[config.mk]
export PLATFORM = sky130hd
export DESIGN_NAME = tqtd_tick_ctrl
export DESIGN_NICKNAME = d
export VERILOG_FILES = /design/src/tqtd_pkg.sv /design/src/tqtd_tick_ctrl.sv
export SDC_FILE = /design/constraint.sdc
export NUM_CORES = 1
export LEC_CHECK = 0
export BUFFER_PORTS_ARGS = -buffer_cell sky130_fd_sc_hd__buf_2
export CAP_MARGIN = 20
export CORE_ASPECT_RATIO = 2
export CORE_UTILIZATION = 30
export DETAILED_ROUTE_END_ITERATION = 7
export HOLD_SLACK_MARGIN = 0.08
export PLACE_DENSITY = 0.47
export SYNTH_ARGS = -nofsm -noshare
export SYNTH_HDL_FRONTEND = slang
export SYNTH_SLANG_ARGS = --single-unit
[constraint.sdc]
create_clock -name clk -period 18.9 [get_ports clk]
set_clock_uncertainty 0.2 [all_clocks]
set_input_delay 5.67 -clock clk [delete_from_list [all_inputs] [get_ports clk]]
set_output_delay 5.67 -clock clk [all_outputs]
set_load 0.02 [all_outputs]
[src/tqtd_pkg.sv]
// ============================================================================
// tqtd_pkg
// Shared types, constants and helpers of the tick-driven tail-drop queue.
// ============================================================================
package tqtd_pkg;

    localparam int QUEUE_DEPTH = 1024;
    localparam int PTR_W       = $clog2(QUEUE_DEPTH);
    localparam int FILL_W      = $clog2(QUEUE_DEPTH + 1);

    localparam int GAP_W   = 24;
    localparam int SVC_W   = 24;
    localparam int CAP_W   = 11;
    localparam int OCC_W   = 11;
    localparam int CNT_W   = 32;
    localparam int LIM_W   = (FILL_W > CAP_W) ? FILL_W : CAP_W;

    localparam int CFG_IDX_W  = 2;
    localparam int CFG_DATA_W = 24;

    // Configuration register indexes
    localparam logic [CFG_IDX_W-1:0] CFG_SERVICE_TICKS = 2'd0;
    localparam logic [CFG_IDX_W-1:0] CFG_CAPACITY      = 2'd1;
    localparam logic [CFG_IDX_W-1:0] CFG_UNLIMITED     = 2'd2;

    localparam logic [SVC_W-1:0] SVC_RESET = SVC_W'(1);
    localparam logic [CAP_W-1:0] CAP_RESET = CAP_W'(1024);

    typedef struct packed {
        logic [GAP_W-1:0] next_gap;
        logic             end_of_run;
    } in_item_t;

    typedef struct packed {
        logic [OCC_W-1:0] occupancy;
        logic             idle;
        logic             arrived;
        logic             dropped;
        logic             departed;
        logic [CNT_W-1:0] sojourn_ticks;
        logic [CNT_W-1:0] tick_index;
        logic [CNT_W-1:0] dropped_total;
        logic [CNT_W-1:0] idle_total;
        logic [CNT_W-1:0] created_total;
        logic             run_done;
    } out_item_t;

    typedef struct packed {
        logic [SVC_W-1:0] service_ticks;
        logic [CAP_W-1:0] capacity;
        logic             unlimited;
    } cfg_t;

    // Stamp store access for one tick
    typedef struct packed {
        logic             wr_en;
        logic [PTR_W-1:0] wr_addr;
        logic [CNT_W-1:0] wr_data;
        logic             rd_en;
        logic [PTR_W-1:0] rd_addr;
    } store_req_t;

    // Tick result before the sojourn time is known
    typedef struct packed {
        out_item_t item;
        logic      same_tick;
    } tick_res_t;

    function automatic logic [CNT_W-1:0] sat_inc(input logic [CNT_W-1:0] v,
                                                 input logic            en);
        logic [CNT_W-1:0] r;
        r = v;
        if (en && (v != {CNT_W{1'b1}}))
        begin
            r = v + CNT_W'(1);
        end
        return r;
    endfunction

    function automatic logic [PTR_W-1:0] ptr_next(input logic [PTR_W-1:0] p);
        logic [PTR_W-1:0] r;
        r = (p == PTR_W'(QUEUE_DEPTH - 1)) ? '0 : p + PTR_W'(1);
        return r;
    endfunction

endpackage

[src/tqtd_tick_ctrl.sv]
// ============================================================================
// tqtd_tick_ctrl
// Per-tick queue state: arrival countdown, tail drop, service and counters.
// ============================================================================
module tqtd_tick_ctrl (
    input  logic                  clk,
    input  logic                  rst_n,
    input  logic                  tick_en,
    input  tqtd_pkg::in_item_t    item,
    input  tqtd_pkg::cfg_t        cfg,
    output tqtd_pkg::tick_res_t   res,
    output tqtd_pkg::store_req_t  store_req
);
    import tqtd_pkg::*;

    logic             gap_loaded_reg,   gap_loaded_next;
    logic [GAP_W-1:0] countdown_reg,    countdown_next;
    logic [CNT_W-1:0] tick_reg,         tick_next;
    logic [SVC_W-1:0] head_served_reg,  head_served_next;
    logic [FILL_W-1:0] fill_reg,        fill_next;
    logic [PTR_W-1:0] rd_ptr_reg,       rd_ptr_next;
    logic [PTR_W-1:0] wr_ptr_reg,       wr_ptr_next;
    logic [CNT_W-1:0] drop_cnt_reg,     drop_cnt_next;
    logic [CNT_W-1:0] idle_cnt_reg,     idle_cnt_next;
    logic [CNT_W-1:0] created_cnt_reg,  created_cnt_next;

    logic [GAP_W-1:0]  gap_val;
    logic [GAP_W-1:0]  cd_start;
    logic [GAP_W-1:0]  cd_dec;
    logic [CNT_W-1:0]  created_mid;
    logic [LIM_W-1:0]  limit;
    logic              arrive;
    logic              drop;
    logic              push;
    logic [FILL_W-1:0] fill_arr;
    logic              idle;
    logic [SVC_W-1:0]  svc;
    logic [SVC_W-1:0]  served_inc;
    logic              depart;

    always_comb
    begin
        gap_val     = (item.next_gap == '0) ? GAP_W'(1) : item.next_gap;
        tick_next   = tick_reg + CNT_W'(1);

        // Load the countdown on the first tick, then count it down
        cd_start    = gap_loaded_reg ? countdown_reg : gap_val;
        created_mid = sat_inc(created_cnt_reg, !gap_loaded_reg);
        cd_dec      = cd_start - GAP_W'(1);
        arrive      = (cd_dec == '0);

        // Tail drop against capacity or the store depth
        if (cfg.unlimited || (LIM_W'(cfg.capacity) >= LIM_W'(QUEUE_DEPTH)))
        begin
            limit = LIM_W'(QUEUE_DEPTH);
        end
        else
        begin
            limit = LIM_W'(cfg.capacity);
        end
        drop     = arrive && (LIM_W'(fill_reg) >= limit);
        push     = arrive && !drop;
        fill_arr = fill_reg + FILL_W'(push);

        // Serve the head packet
        idle       = (fill_arr == '0);
        svc        = (cfg.service_ticks == '0) ? SVC_W'(1) : cfg.service_ticks;
        served_inc = head_served_reg + SVC_W'(1);
        depart     = !idle && (served_inc >= svc);

        gap_loaded_next  = 1'b1;
        countdown_next   = arrive ? gap_val : cd_dec;
        created_cnt_next = sat_inc(created_mid, arrive);
        drop_cnt_next    = sat_inc(drop_cnt_reg, drop);
        idle_cnt_next    = sat_inc(idle_cnt_reg, idle);
        head_served_next = idle ? head_served_reg : (depart ? '0 : served_inc);
        fill_next        = fill_arr - FILL_W'(depart);
        wr_ptr_next      = push ? ptr_next(wr_ptr_reg) : wr_ptr_reg;
        rd_ptr_next      = depart ? ptr_next(rd_ptr_reg) : rd_ptr_reg;
    end

    always_comb
    begin
        store_req.wr_en   = tick_en && push;
        store_req.wr_addr = wr_ptr_reg;
        store_req.wr_data = tick_next;
        store_req.rd_en   = tick_en;
        store_req.rd_addr = rd_ptr_reg;

        res.item.occupancy     = OCC_W'(fill_arr);
        res.item.idle          = idle;
        res.item.arrived       = arrive;
        res.item.dropped       = drop;
        res.item.departed      = depart;
        res.item.sojourn_ticks = '0;
        res.item.tick_index    = tick_next;
        res.item.dropped_total = drop_cnt_next;
        res.item.idle_total    = idle_cnt_next;
        res.item.created_total = created_cnt_next;
        res.item.run_done      = item.end_of_run;
        // Head written this very tick: the read sees stale data
        res.same_tick          = push && (fill_reg == '0);
    end

    always_ff @(posedge clk or negedge rst_n)
    begin
        if (!rst_n)
        begin
            gap_loaded_reg  <= 1'b0;
            countdown_reg   <= '0;
            tick_reg        <= '0;
            head_served_reg <= '0;
            fill_reg        <= '0;
            rd_ptr_reg      <= '0;
            wr_ptr_reg      <= '0;
            drop_cnt_reg    <= '0;
            idle_cnt_reg    <= '0;
            created_cnt_reg <= '0;
        end
        else if (tick_en)
        begin
            gap_loaded_reg  <= gap_loaded_next;
            countdown_reg   <= countdown_next;
            tick_reg        <= tick_next;
            head_served_reg <= head_served_next;
            fill_reg        <= fill_next;
            rd_ptr_reg      <= rd_ptr_next;
            wr_ptr_reg      <= wr_ptr_next;
            drop_cnt_reg    <= drop_cnt_next;
            idle_cnt_reg    <= idle_cnt_next;
            created_cnt_reg <= created_cnt_next;
        end
    end

endmodule

==> reports/qor.csv, run 1 <==
stage,metric,value,unit
synth,count of synthesis-stage warnings from yosys,0,
grt,maximum number of pins on one net before global-route repair,84,
worst_setup_path,arrival time of data at the critical path endpoint,12.61,ns
grt,GR Overflow Total,0,
floorplanning,Ports,295,
finish,Syn-to-layout area delta,15.5,%
finish,antenna diode count,0,
grt,number of global-route vias before repair,15186,
synth,average footprint of a synthesized cell,8.46,sq um
drt,wire length per cell,20.2,um
cts,clock tree root buffer cell,sky130_fd_sc_hd__clkbuf_16,
synth,number of distinct library cells after synthesis,89,
grt,GRT Overall Usage,0.201,
min_path,Worst Hold Launch,tick_reg[31],
finish,Filler Cells Inserted,5698,
drt,number of vias per cell,5.28,
cts,clock tree from TritonCTS,yes,
worst_setup_path,register-to-register path setup slack,11.30,ns
cts,CTS clock-pin slew for the worst setup and hold paths,0.06,ns
place,hpwl dp,43400,um
min_path,Hold Path Sink,tick_reg[31],
place,GP Congestion,0.909,
drt,total via count after detailed routing,14959,
timing,final worst-path cycle share,0.978,
drt,drc violations,0,
place,buffers added on ports,260,
worst_setup_path,"Max stage delay cell, worst path",sky130_fd_sc_hd__or4_1,
finish,final cell utilization of the core,0.350,
drt,total wire length,57100,um
timing,relative max-transition margin,0.250,
floorplanning,Row Count,121,
floorplanning,effective utilization at floorplan,0.303,
floorplanning,floorplan die height,334,um
worst_setup_path,worst r2r dst,idle_cnt_reg[27],
floorplanning,Die Footprint,0.0559,sq mm
finish,footprint of the flip-flops and latches,0.00521,sq mm
timing,Fmax achieved,54.1,MHz
job,MaxCap Viol Count,0,
min_path,worst min-delay path category,reg2reg,
cts,largest buffer count on any clock path,3,
timing,pin slew with the least headroom to its limit,1.12,ns
drt,Routed Antenna Nets,0,
synth,number of flops mapped to enable cells by yosys,0,
finish,share of cells above drive strength 1,0.192,
cts,number of buffers inserted during clock tree synthesis,24,
timing,number of hold violations in the final report,0,
worst_setup_path,max incr delay on CP,0.62,ns
synth,post-synthesis sequential element count,208,
run_status,run status,finished clean,
place,placed cell areas,0.0181,sq mm
synth,"Primary FF master, synth",sky130_fd_sc_hd__dfrtp_1,
min_path,Hold Path Depth,1,
power_and_ir_drop,maximum VDD drop,0.0000614,V
synth,"Async S/R FF share, synth",1.00,
grt,initial antenna violation count,0,
power_and_ir_drop,Final Power,1.43,mW
worst_setup_path,startpoint-to-endpoint class of the critical path,in2out,
worst_setup_path,depth of the worst register-to-register path,23,
worst_setup_path,most common cell type on the critical path,sky130_fd_sc_hd__buf_4,
synth,Synth Cell Area,0.0165,sq mm
synth,post-synthesis sequential area ratio,0.316,
power_and_ir_drop,Power Dens Cells,75.0,mW/mm^2
finish,multi-input gate area in the final layout,0.0103,sq mm
timing,setup violators final,0,
floorplanning,Die Span X,168,um
worst_setup_path,critical path endpoint category,output port,
cts,maximum level of the CTS H-tree,1,
cts,clock latency at the later pin of the worst-skew pair,0.56,ns
finish,"Net count, final",2254,
worst_setup_path,CP startpoint kind,input port,
worst_setup_path,worst r2r src,gap_loaded_reg,
drt,Pre-antenna DRT Iters,5,
power_and_ir_drop,static power due to leakage,8.66,nW
synth,post-synthesis cell count,1949,
cts,count of clock tree sinks,208,
worst_setup_path,CP max FO,7,
finish,summed area of non-filler cells in the final layout,0.0190,sq mm
timing,Period minus WS final,18.48,ns
drt,violation count after the first detailed-routing iteration,741,
floorplanning,Core Area,0.0544,sq mm
grt,first-pass GRT wire length,87200,um
timing,Final Max Slew Viols,0,
worst_setup_path,required time of the critical path,13.03,ns
metal layers:
layer	part of all wire	GRT usage	up-vias	wire length [um]
met1	0.35	0.197	7165	20200
met3	0.049	0.0318	158	2820
met2	0.54	0.390	480	30800
li1	-	-	7156	-
met4	0.057	0.114	0	3260
met5	0	0	-	0
how the worst max path moves through the flow:
stage | from | to | cells after the start
floorplan | item[10] | res[52] | 26
global placement | item[11] | res[61] | 29
detailed placement | item[11] | res[49] | 29
CTS | item[10] | res[63] | 30
global route | item[10] | res[41] | 30
finish | item[10] | res[52] | 30
placed cells by master (no fill, tap or decap), types with 13 or more instances in the layout:
cell,instances
sky130_fd_sc_hd__clkbuf_16,24
sky130_fd_sc_hd__dfrtp_1,207
sky130_fd_sc_hd__and3_1,52
sky130_fd_sc_hd__buf_4,37
sky130_fd_sc_hd__inv_1,54
sky130_fd_sc_hd__or3_1,18
sky130_fd_sc_hd__mux2_2,30
sky130_fd_sc_hd__and2_1,25
sky130_fd_sc_hd__buf_2,258
sky130_fd_sc_hd__and4_1,26
sky130_fd_sc_hd__or4_1,14
sky130_fd_sc_hd__xor2_1,96
sky130_fd_sc_hd__nor2_1,144
sky130_fd_sc_hd__nor2b_1,17
sky130_fd_sc_hd__nand3_1,93
sky130_fd_sc_hd__nand2b_1,14
sky130_fd_sc_hd__nand2_1,223
sky130_fd_sc_hd__nor3_1,38
sky130_fd_sc_hd__nor4_1,31
sky130_fd_sc_hd__a21oi_1,52
sky130_fd_sc_hd__mux2i_1,21
sky130_fd_sc_hd__ha_1,49
sky130_fd_sc_hd__o21ai_0,78
sky130_fd_sc_hd__xnor2_1,215
sky130_fd_sc_hd__a31oi_1,13
sky130_fd_sc_hd__conb_1,32
sky130_fd_sc_hd__nand4_1,58
sky130_fd_sc_hd__a21o_1,18
Yosys cell counts, types with 8 or more instances:
| master | n | area share |
|---|---|---|
| sky130_fd_sc_hd__and2_1 | 26 | 0.0099 |
| sky130_fd_sc_hd__o21a_1 | 8 | 0.0036 |
| sky130_fd_sc_hd__xnor2_1 | 215 | 0.11 |
| sky130_fd_sc_hd__or3_1 | 18 | 0.0068 |
| sky130_fd_sc_hd__buf_1 | 12 | 0.0027 |
| sky130_fd_sc_hd__inv_1 | 54 | 0.012 |
| sky130_fd_sc_hd__and4_1 | 26 | 0.014 |
| sky130_fd_sc_hd__buf_4 | 74 | 0.034 |
| sky130_fd_sc_hd__ha_1 | 50 | 0.038 |
| sky130_fd_sc_hd__a31oi_1 | 13 | 0.0049 |
| sky130_fd_sc_hd__nor2b_1 | 17 | 0.0065 |
| sky130_fd_sc_hd__a22oi_1 | 8 | 0.0036 |
| sky130_fd_sc_hd__buf_2 | 17 | 0.0052 |
| sky130_fd_sc_hd__dfrtp_1 | 208 | 0.32 |
| sky130_fd_sc_hd__o31ai_1 | 11 | 0.0050 |
| sky130_fd_sc_hd__o21ai_1 | 8 | 0.0024 |
| sky130_fd_sc_hd__nand3_1 | 93 | 0.028 |
| sky130_fd_sc_hd__or4_1 | 14 | 0.0064 |
| sky130_fd_sc_hd__mux2i_1 | 21 | 0.013 |
| sky130_fd_sc_hd__nor3b_1 | 11 | 0.0050 |
| sky130_fd_sc_hd__a21oi_1 | 52 | 0.016 |
| sky130_fd_sc_hd__clkbuf_1 | 57 | 0.013 |
| sky130_fd_sc_hd__mux2_2 | 30 | 0.020 |
| sky130_fd_sc_hd__a211oi_1 | 10 | 0.0046 |
| sky130_fd_sc_hd__nand2_1 | 223 | 0.051 |
| sky130_fd_sc_hd__and3_1 | 52 | 0.020 |
| sky130_fd_sc_hd__o211ai_1 | 9 | 0.0041 |
| sky130_fd_sc_hd__a22o_1 | 10 | 0.0053 |
| sky130_fd_sc_hd__nor2_1 | 146 | 0.033 |
| sky130_fd_sc_hd__or2_2 | 10 | 0.0038 |
| sky130_fd_sc_hd__a21o_1 | 18 | 0.0082 |
| sky130_fd_sc_hd__nor3_1 | 42 | 0.013 |
| sky130_fd_sc_hd__nand4_1 | 58 | 0.022 |
| sky130_fd_sc_hd__xor2_1 | 96 | 0.051 |
| sky130_fd_sc_hd__nor4_1 | 32 | 0.012 |
| sky130_fd_sc_hd__o21ai_0 | 79 | 0.024 |
| sky130_fd_sc_hd__nand2b_1 | 14 | 0.0053 |
through the flow:
stage / setup WS, ns / setup TNS [ns] / hold slack, ns / cells
finish: 0.423 / 0 / 0.300 / 2832
detailed placement: -0.157 / -0.817 / 0.283 / 2787
global route: -0.00123 / -0.00123 / 0.328 / 2832
CTS: 0.0281 / 0 / 0.297 / 2829
floorplan: 0.279 / 0 / 0.266 / 1980
global placement: -0.0361 / -0.0471 / 0.280 / 2786
power by group:
part | switching [mW] | internal [mW] | leakage, nW
logic | 0.229 | 0.132 | 5.51
clock network | 0.213 | 0.307 | 0.418
registers | 0.0632 | 0.484 | 2.73
total | 0.506 | 0.923 | 8.66
worst max-delay path: cells and delay by family:
family          cells  cell delay (ns)
compound gates      4             1.07
mux                 1             0.18
simple gates       13             3.55
fa+ha+maj           2             0.49
xor+xnor            2             0.38
buf+inv             8             1.24
area by class of cell:
| cell class | instances | share of cell area |
|---|---|---|
| Sequential cell | 208 | 0.273 |
| Timing Repair Buffer | 297 | 0.0840 |
| Multi-Input combinational cell | 1554 | 0.543 |
| Clock inverter | 10 | 0.00847 |
| Clock buffer | 32 | 0.0357 |
| Inverter | 55 | 0.0108 |
| Tap cell | 676 | 0.0444 |
kinds of logic (layout without fill, tap and decap cells):
group           Yosys count  in the layout  share of synthesized area
compound gates          289            289                      0.119
other cells               1             32                   0.000227
simple gates            820            820                      0.259
flops                   208            208                      0.316
fa+ha+maj                50             50                     0.0380
mux                      52             52                     0.0339
buf+inv                 218            394                     0.0684
xor+xnor                311            311                      0.165
repair_timing:
| action | 4_1_cts | 5_1_grt |
|---|---|---|
| pin swaps | 0 | 2 |
| endpoints found under the setup margin | 9 | 29 |
| cloned | 0 | 0 |
| gates resized for setup | 4 | 9 |
| buffers inserted | 0 | 3 |
| hold buffers | 0 | 0 |
Power figures use the tool's default switching activity.
==> run 2: changes to the inputs <==
--- a/config.mk
+++ b/config.mk
@@ -5,9 +5,11 @@
 export SDC_FILE = /design/constraint.sdc
 export NUM_CORES = 1
 export LEC_CHECK = 0
+export ABC_AREA = 1
 export BUFFER_PORTS_ARGS = -buffer_cell sky130_fd_sc_hd__buf_2
-export CAP_MARGIN = 20
+export CAP_MARGIN = 0
 export CORE_ASPECT_RATIO = 2
+export CORE_MARGIN = 10
 export CORE_UTILIZATION = 30
 export DETAILED_ROUTE_END_ITERATION = 7
 export HOLD_SLACK_MARGIN = 0.08
==> run 2 against run 1 <==
Against the previous run: register-to-register slack gained 0.50 ns; synthesized cell count grew 43%; core utilization decreased by 0.84 points; design area increased by 7.9%; via count grew 23%; routed wire length grew 25%; combinational power is 82% higher; global-route usage fell by 0.81 points.
==> reports/qor.csv, run 2 <==
stage,metric,value,unit,change
run_status,run status,finished clean,,unchanged
timing,Final Max Slew Viols,0,,unchanged
min_path,worst min-delay path category,reg2reg,,unchanged
drt,total via count after detailed routing,18367,,was 14959
place,pre-CTS worst setup slack,0.937,ns,was -0.157 ns
synth,most used standard cell by instance count after synthesis,sky130_fd_sc_hd__nand2_1,,unchanged
floorplanning,Die Footprint,0.0715,sq mm,was 0.0559 sq mm
synth,average footprint of a synthesized cell,6.53,sq um,was 8.46 sq um
finish,share of cells above drive strength 1,0.153,,was 0.192
place,number of placed instances with taps included,3718,,was 2787
grt,GR Overflow Total,0,,unchanged
finish,"Net count, final",3085,,was 2254
timing,number of hold violations in the final report,0,,unchanged
power_and_ir_drop,clock share of power,0.299,,was 0.364
power_and_ir_drop,Final Power,1.75,mW,was 1.43 mW
finish,most common library cell in the layout ignoring fill and taps,sky130_fd_sc_hd__nand2_1,,was sky130_fd_sc_hd__buf_2
grt,GRT Overall Usage,0.193,,was 0.201
synth,cell accounting for the most synthesized area,sky130_fd_sc_hd__dfrtp_1,,unchanged
floorplanning,Ports,295,,unchanged
drt,total wire length,71200,um,was 57100 um
finish,Syn-to-layout area delta,12.9,%,was 15.5%
drt,Pre-antenna DRT Iters,5,,unchanged
floorplanning,Die Span X,194,um,was 168 um
drt,wire length per cell,18.9,um,was 20.2 um
cts,post-CTS setup buffer count,0,,unchanged
power_and_ir_drop,power share of the sequential group,0.325,,was 0.383
cts,count of clock tree sinks,208,,unchanged
timing,Fmax achieved,56.0,MHz,was 54.1 MHz
cts,maximum level of the CTS H-tree,1,,unchanged
timing,Fin Setup TNS,0,ns,unchanged
synth,number of distinct library cells after synthesis,55,,was 89
synth,post-synthesis sequential element count,208,,unchanged
finish,"commonest non-fill, non-tap cells in the layout","sky130_fd_sc_hd__nand2_1 (944), sky130_fd_sc_hd__inv_1 (320), sky130_fd_sc_hd__nor2_1 (281)",,"was sky130_fd_sc_hd__buf_2 (258), sky130_fd_sc_hd__nand2_1 (223), sky130_fd_sc_hd__xnor2_1 (215)"
worst_setup_path,register-to-register path setup slack,11.80,ns,was 11.30 ns
cts,clock tree from TritonCTS,yes,,unchanged
power_and_ir_drop,Power Dens Cells,85.0,mW/mm^2,was 75.0 mW/mm^2
drt,number of vias per cell,4.88,,was 5.28
floorplanning,Row Count,127,,was 121
drt,violation count after the first detailed-routing iteration,787,,was 741
floorplanning,effective utilization at floorplan,0.303,,about the same
worst_setup_path,"Max stage delay cell, worst path",sky130_fd_sc_hd__nor4_1,,was sky130_fd_sc_hd__or4_1
finish,antenna diode count,0,,unchanged
synth,"Primary FF master, synth",sky130_fd_sc_hd__dfrtp_1,,unchanged
place,placed cell areas,0.0197,sq mm,was 0.0181 sq mm
place,hpwl dp,56800,um,was 43400 um
synth,number of flops mapped to enable cells by yosys,0,,unchanged
place,GP Congestion,0.956,,was 0.909
timing,worst-case setup margin in the final layout,1.04,ns,was 0.423 ns
timing,setup violators final,0,,unchanged
cts,number of buffers inserted during clock tree synthesis,25,,was 24
synth,share of the synthesized area in the top cell type,0.286,,was 0.316
synth,count of synthesis-stage warnings from yosys,0,,unchanged
cts,CTS clock-pin slew for the worst setup and hold paths,0.06,ns,about the same
floorplanning,floorplan die height,368,um,was 334 um
worst_setup_path,CP startpoint kind,input port,,unchanged
timing,pin slew with the least headroom to its limit,1.02,ns,was 1.12 ns
power_and_ir_drop,static power due to leakage,10.6,nW,was 8.66 nW
synth,post-synthesis cell count,2790,,was 1949
grt,first-pass GRT wire length,109000,um,was 87200 um
timing,final worst-path cycle share,0.945,,was 0.978
synth,Synth Cell Area,0.0182,sq mm,was 0.0165 sq mm
grt,number of global-route vias before repair,18964,,was 15186
cts,clock tree root buffer cell,sky130_fd_sc_hd__clkbuf_16,,unchanged
worst_setup_path,max incr delay on CP,0.51,ns,was 0.62 ns
worst_setup_path,arrival time of data at the critical path endpoint,11.99,ns,was 12.61 ns
timing,relative max-transition margin,0.316,,was 0.250
job,MaxCap Viol Count,0,,unchanged
finish,Filler Cells Inserted,6730,,was 5698
power_and_ir_drop,Psw,0.741,mW,was 0.506 mW
synth,top post-synthesis cells by count,"sky130_fd_sc_hd__nand2_1 (944), sky130_fd_sc_hd__inv_1 (320), sky130_fd_sc_hd__nor2_1 (282), sky130_fd_sc_hd__dfrtp_1 (208), sky130_fd_sc_hd__xor2_1 (158)",,"was sky130_fd_sc_hd__nand2_1 (223), sky130_fd_sc_hd__xnor2_1 (215), sky130_fd_sc_hd__dfrtp_1 (208), sky130_fd_sc_hd__nor2_1 (146), sky130_fd_sc_hd__xor2_1 (96)"
worst_setup_path,critical path endpoint category,output port,,unchanged
cts,Resized Gates After CTS,0,,was 4
power_and_ir_drop,Sw Share,0.424,,was 0.354
cts,largest buffer count on any clock path,3,,unchanged
worst_setup_path,startpoint-to-endpoint class of the critical path,in2out,,unchanged
finish,summed area of non-filler cells in the final layout,0.0205,sq mm,was 0.0190 sq mm
drt,Routed Antenna Nets,0,,unchanged
timing,RSZ-0062 raised after global routing,no,,
floorplanning,Core Area,0.0601,sq mm,was 0.0544 sq mm
drt,drc violations,0,,unchanged
timing,Period minus WS final,17.86,ns,was 18.48 ns
worst_setup_path,most common cell type on the critical path,sky130_fd_sc_hd__nand2_1,,was sky130_fd_sc_hd__buf_4
cts,clock latency at the later pin of the worst-skew pair,0.59,ns,was 0.56 ns
worst_setup_path,CP max FO,28,,was 7
power_and_ir_drop,total internal power,1.00,mW,was 0.923 mW
power_and_ir_drop,Logic pwr share,0.377,,was 0.253
worst_setup_path,required time of the critical path,13.03,ns,about the same
place,buffers added on ports,260,,unchanged
power_and_ir_drop,maximum VDD drop,0.0000938,V,was 0.0000614 V
grt,initial antenna violation count,3,,was 0
synth,"Async S/R FF share, synth",1.00,,unchanged
grt,maximum number of pins on one net before global-route repair,87,,was 84
finish,number of non-filler instances in the completed layout,3762,,was 2832
synth,post-synthesis sequential area ratio,0.286,,was 0.316
cts,hold-fix buffer count after cts,0,,unchanged
synth,cell types occupying the most area after synthesis,"sky130_fd_sc_hd__dfrtp_1 (29%), sky130_fd_sc_hd__nand2_1 (19%), sky130_fd_sc_hd__xor2_1 (7.6%), sky130_fd_sc_hd__inv_1 (6.6%), sky130_fd_sc_hd__nor2_1 (5.8%)",,"was sky130_fd_sc_hd__dfrtp_1 (32%), sky130_fd_sc_hd__xnor2_1 (11%), sky130_fd_sc_hd__xor2_1 (5.1%), sky130_fd_sc_hd__nand2_1 (5.1%), sky130_fd_sc_hd__ha_1 (3.8%)"
[run 2: area by class of cell]
type	count	area, sq um	share of cell area
Multi-Input combinational cell	2132	10800	0.527
Tap cell	774	968	0.0471
Inverter	328	1230	0.0600
Clock inverter	11	129	0.00627
Timing Repair Buffer	276	1440	0.0700
Sequential cell	208	5210	0.253
Clock buffer	33	736	0.0358
[run 2: logic make-up after synthesis]
family          count (synthesis)  synth area share
flops                         208             0.286
buf+inv                       481             0.125
fa+ha+maj                      50            0.0344
other cells                     1          0.000206
xor+xnor                      179            0.0874
compound gates                223            0.0685
simple gates                 1648             0.398
[run 2: per-stage QoR]
stage / utilization / hold WS [ns]
final: 0.342 / 0.300
after global routing: 0.342 / 0.329
after CTS: 0.342 / 0.304
after detailed placement: 0.328 / 0.286
after global placement: 0.328 / 0.284
after floorplan: - / 0.268
[run 2: power by group through the flow]
stage	clock network (mW)	logic [mW]	registers, mW
floorplan	0	0.469	0.562
global placement	0	0.662	0.574
detailed placement	0	0.661	0.575
CTS	0.545	0.665	0.567
global route	0.560	0.733	0.576
finish	0.522	0.657	0.567
[run 2: path summary, 6_finish.rpt]
| check | start | endpoint | cells after the start |
|---|---|---|---|
| setup / recovery | item[19] | res[40] | 34 |
| hold / removal | tick_reg[31] | tick_reg[31] | 2 |
| setup reg to reg | gap_loaded_reg | fill_reg[10] | 33 |
| hold reg to reg | tick_reg[31] | tick_reg[31] | 2 |
| max in group asynchronous | rst_n | countdown_reg[9] | 2 |
| min in group asynchronous | rst_n | idle_cnt_reg[21] | 1 |
[run 2: critical path: cells and delay by family]
| kind | cells | cell delay (ns) |
|---|---|---|
| xor+xnor | 3 | 0.61 |
| fa+ha+maj | 3 | 0.79 |
| buf+inv | 6 | 1.03 |
| simple gates | 22 | 3.88 |
[run 2: metal layers]
metal | up-vias | track usage | share of wire
li1 | 9095 | - | -
met1 | 8591 | 0.205 | 0.38
met2 | 540 | 0.355 | 0.51
met3 | 137 | 0.0340 | 0.050
met4 | 4 | 0.0986 | 0.052
met5 | - | 0 | 0.00029
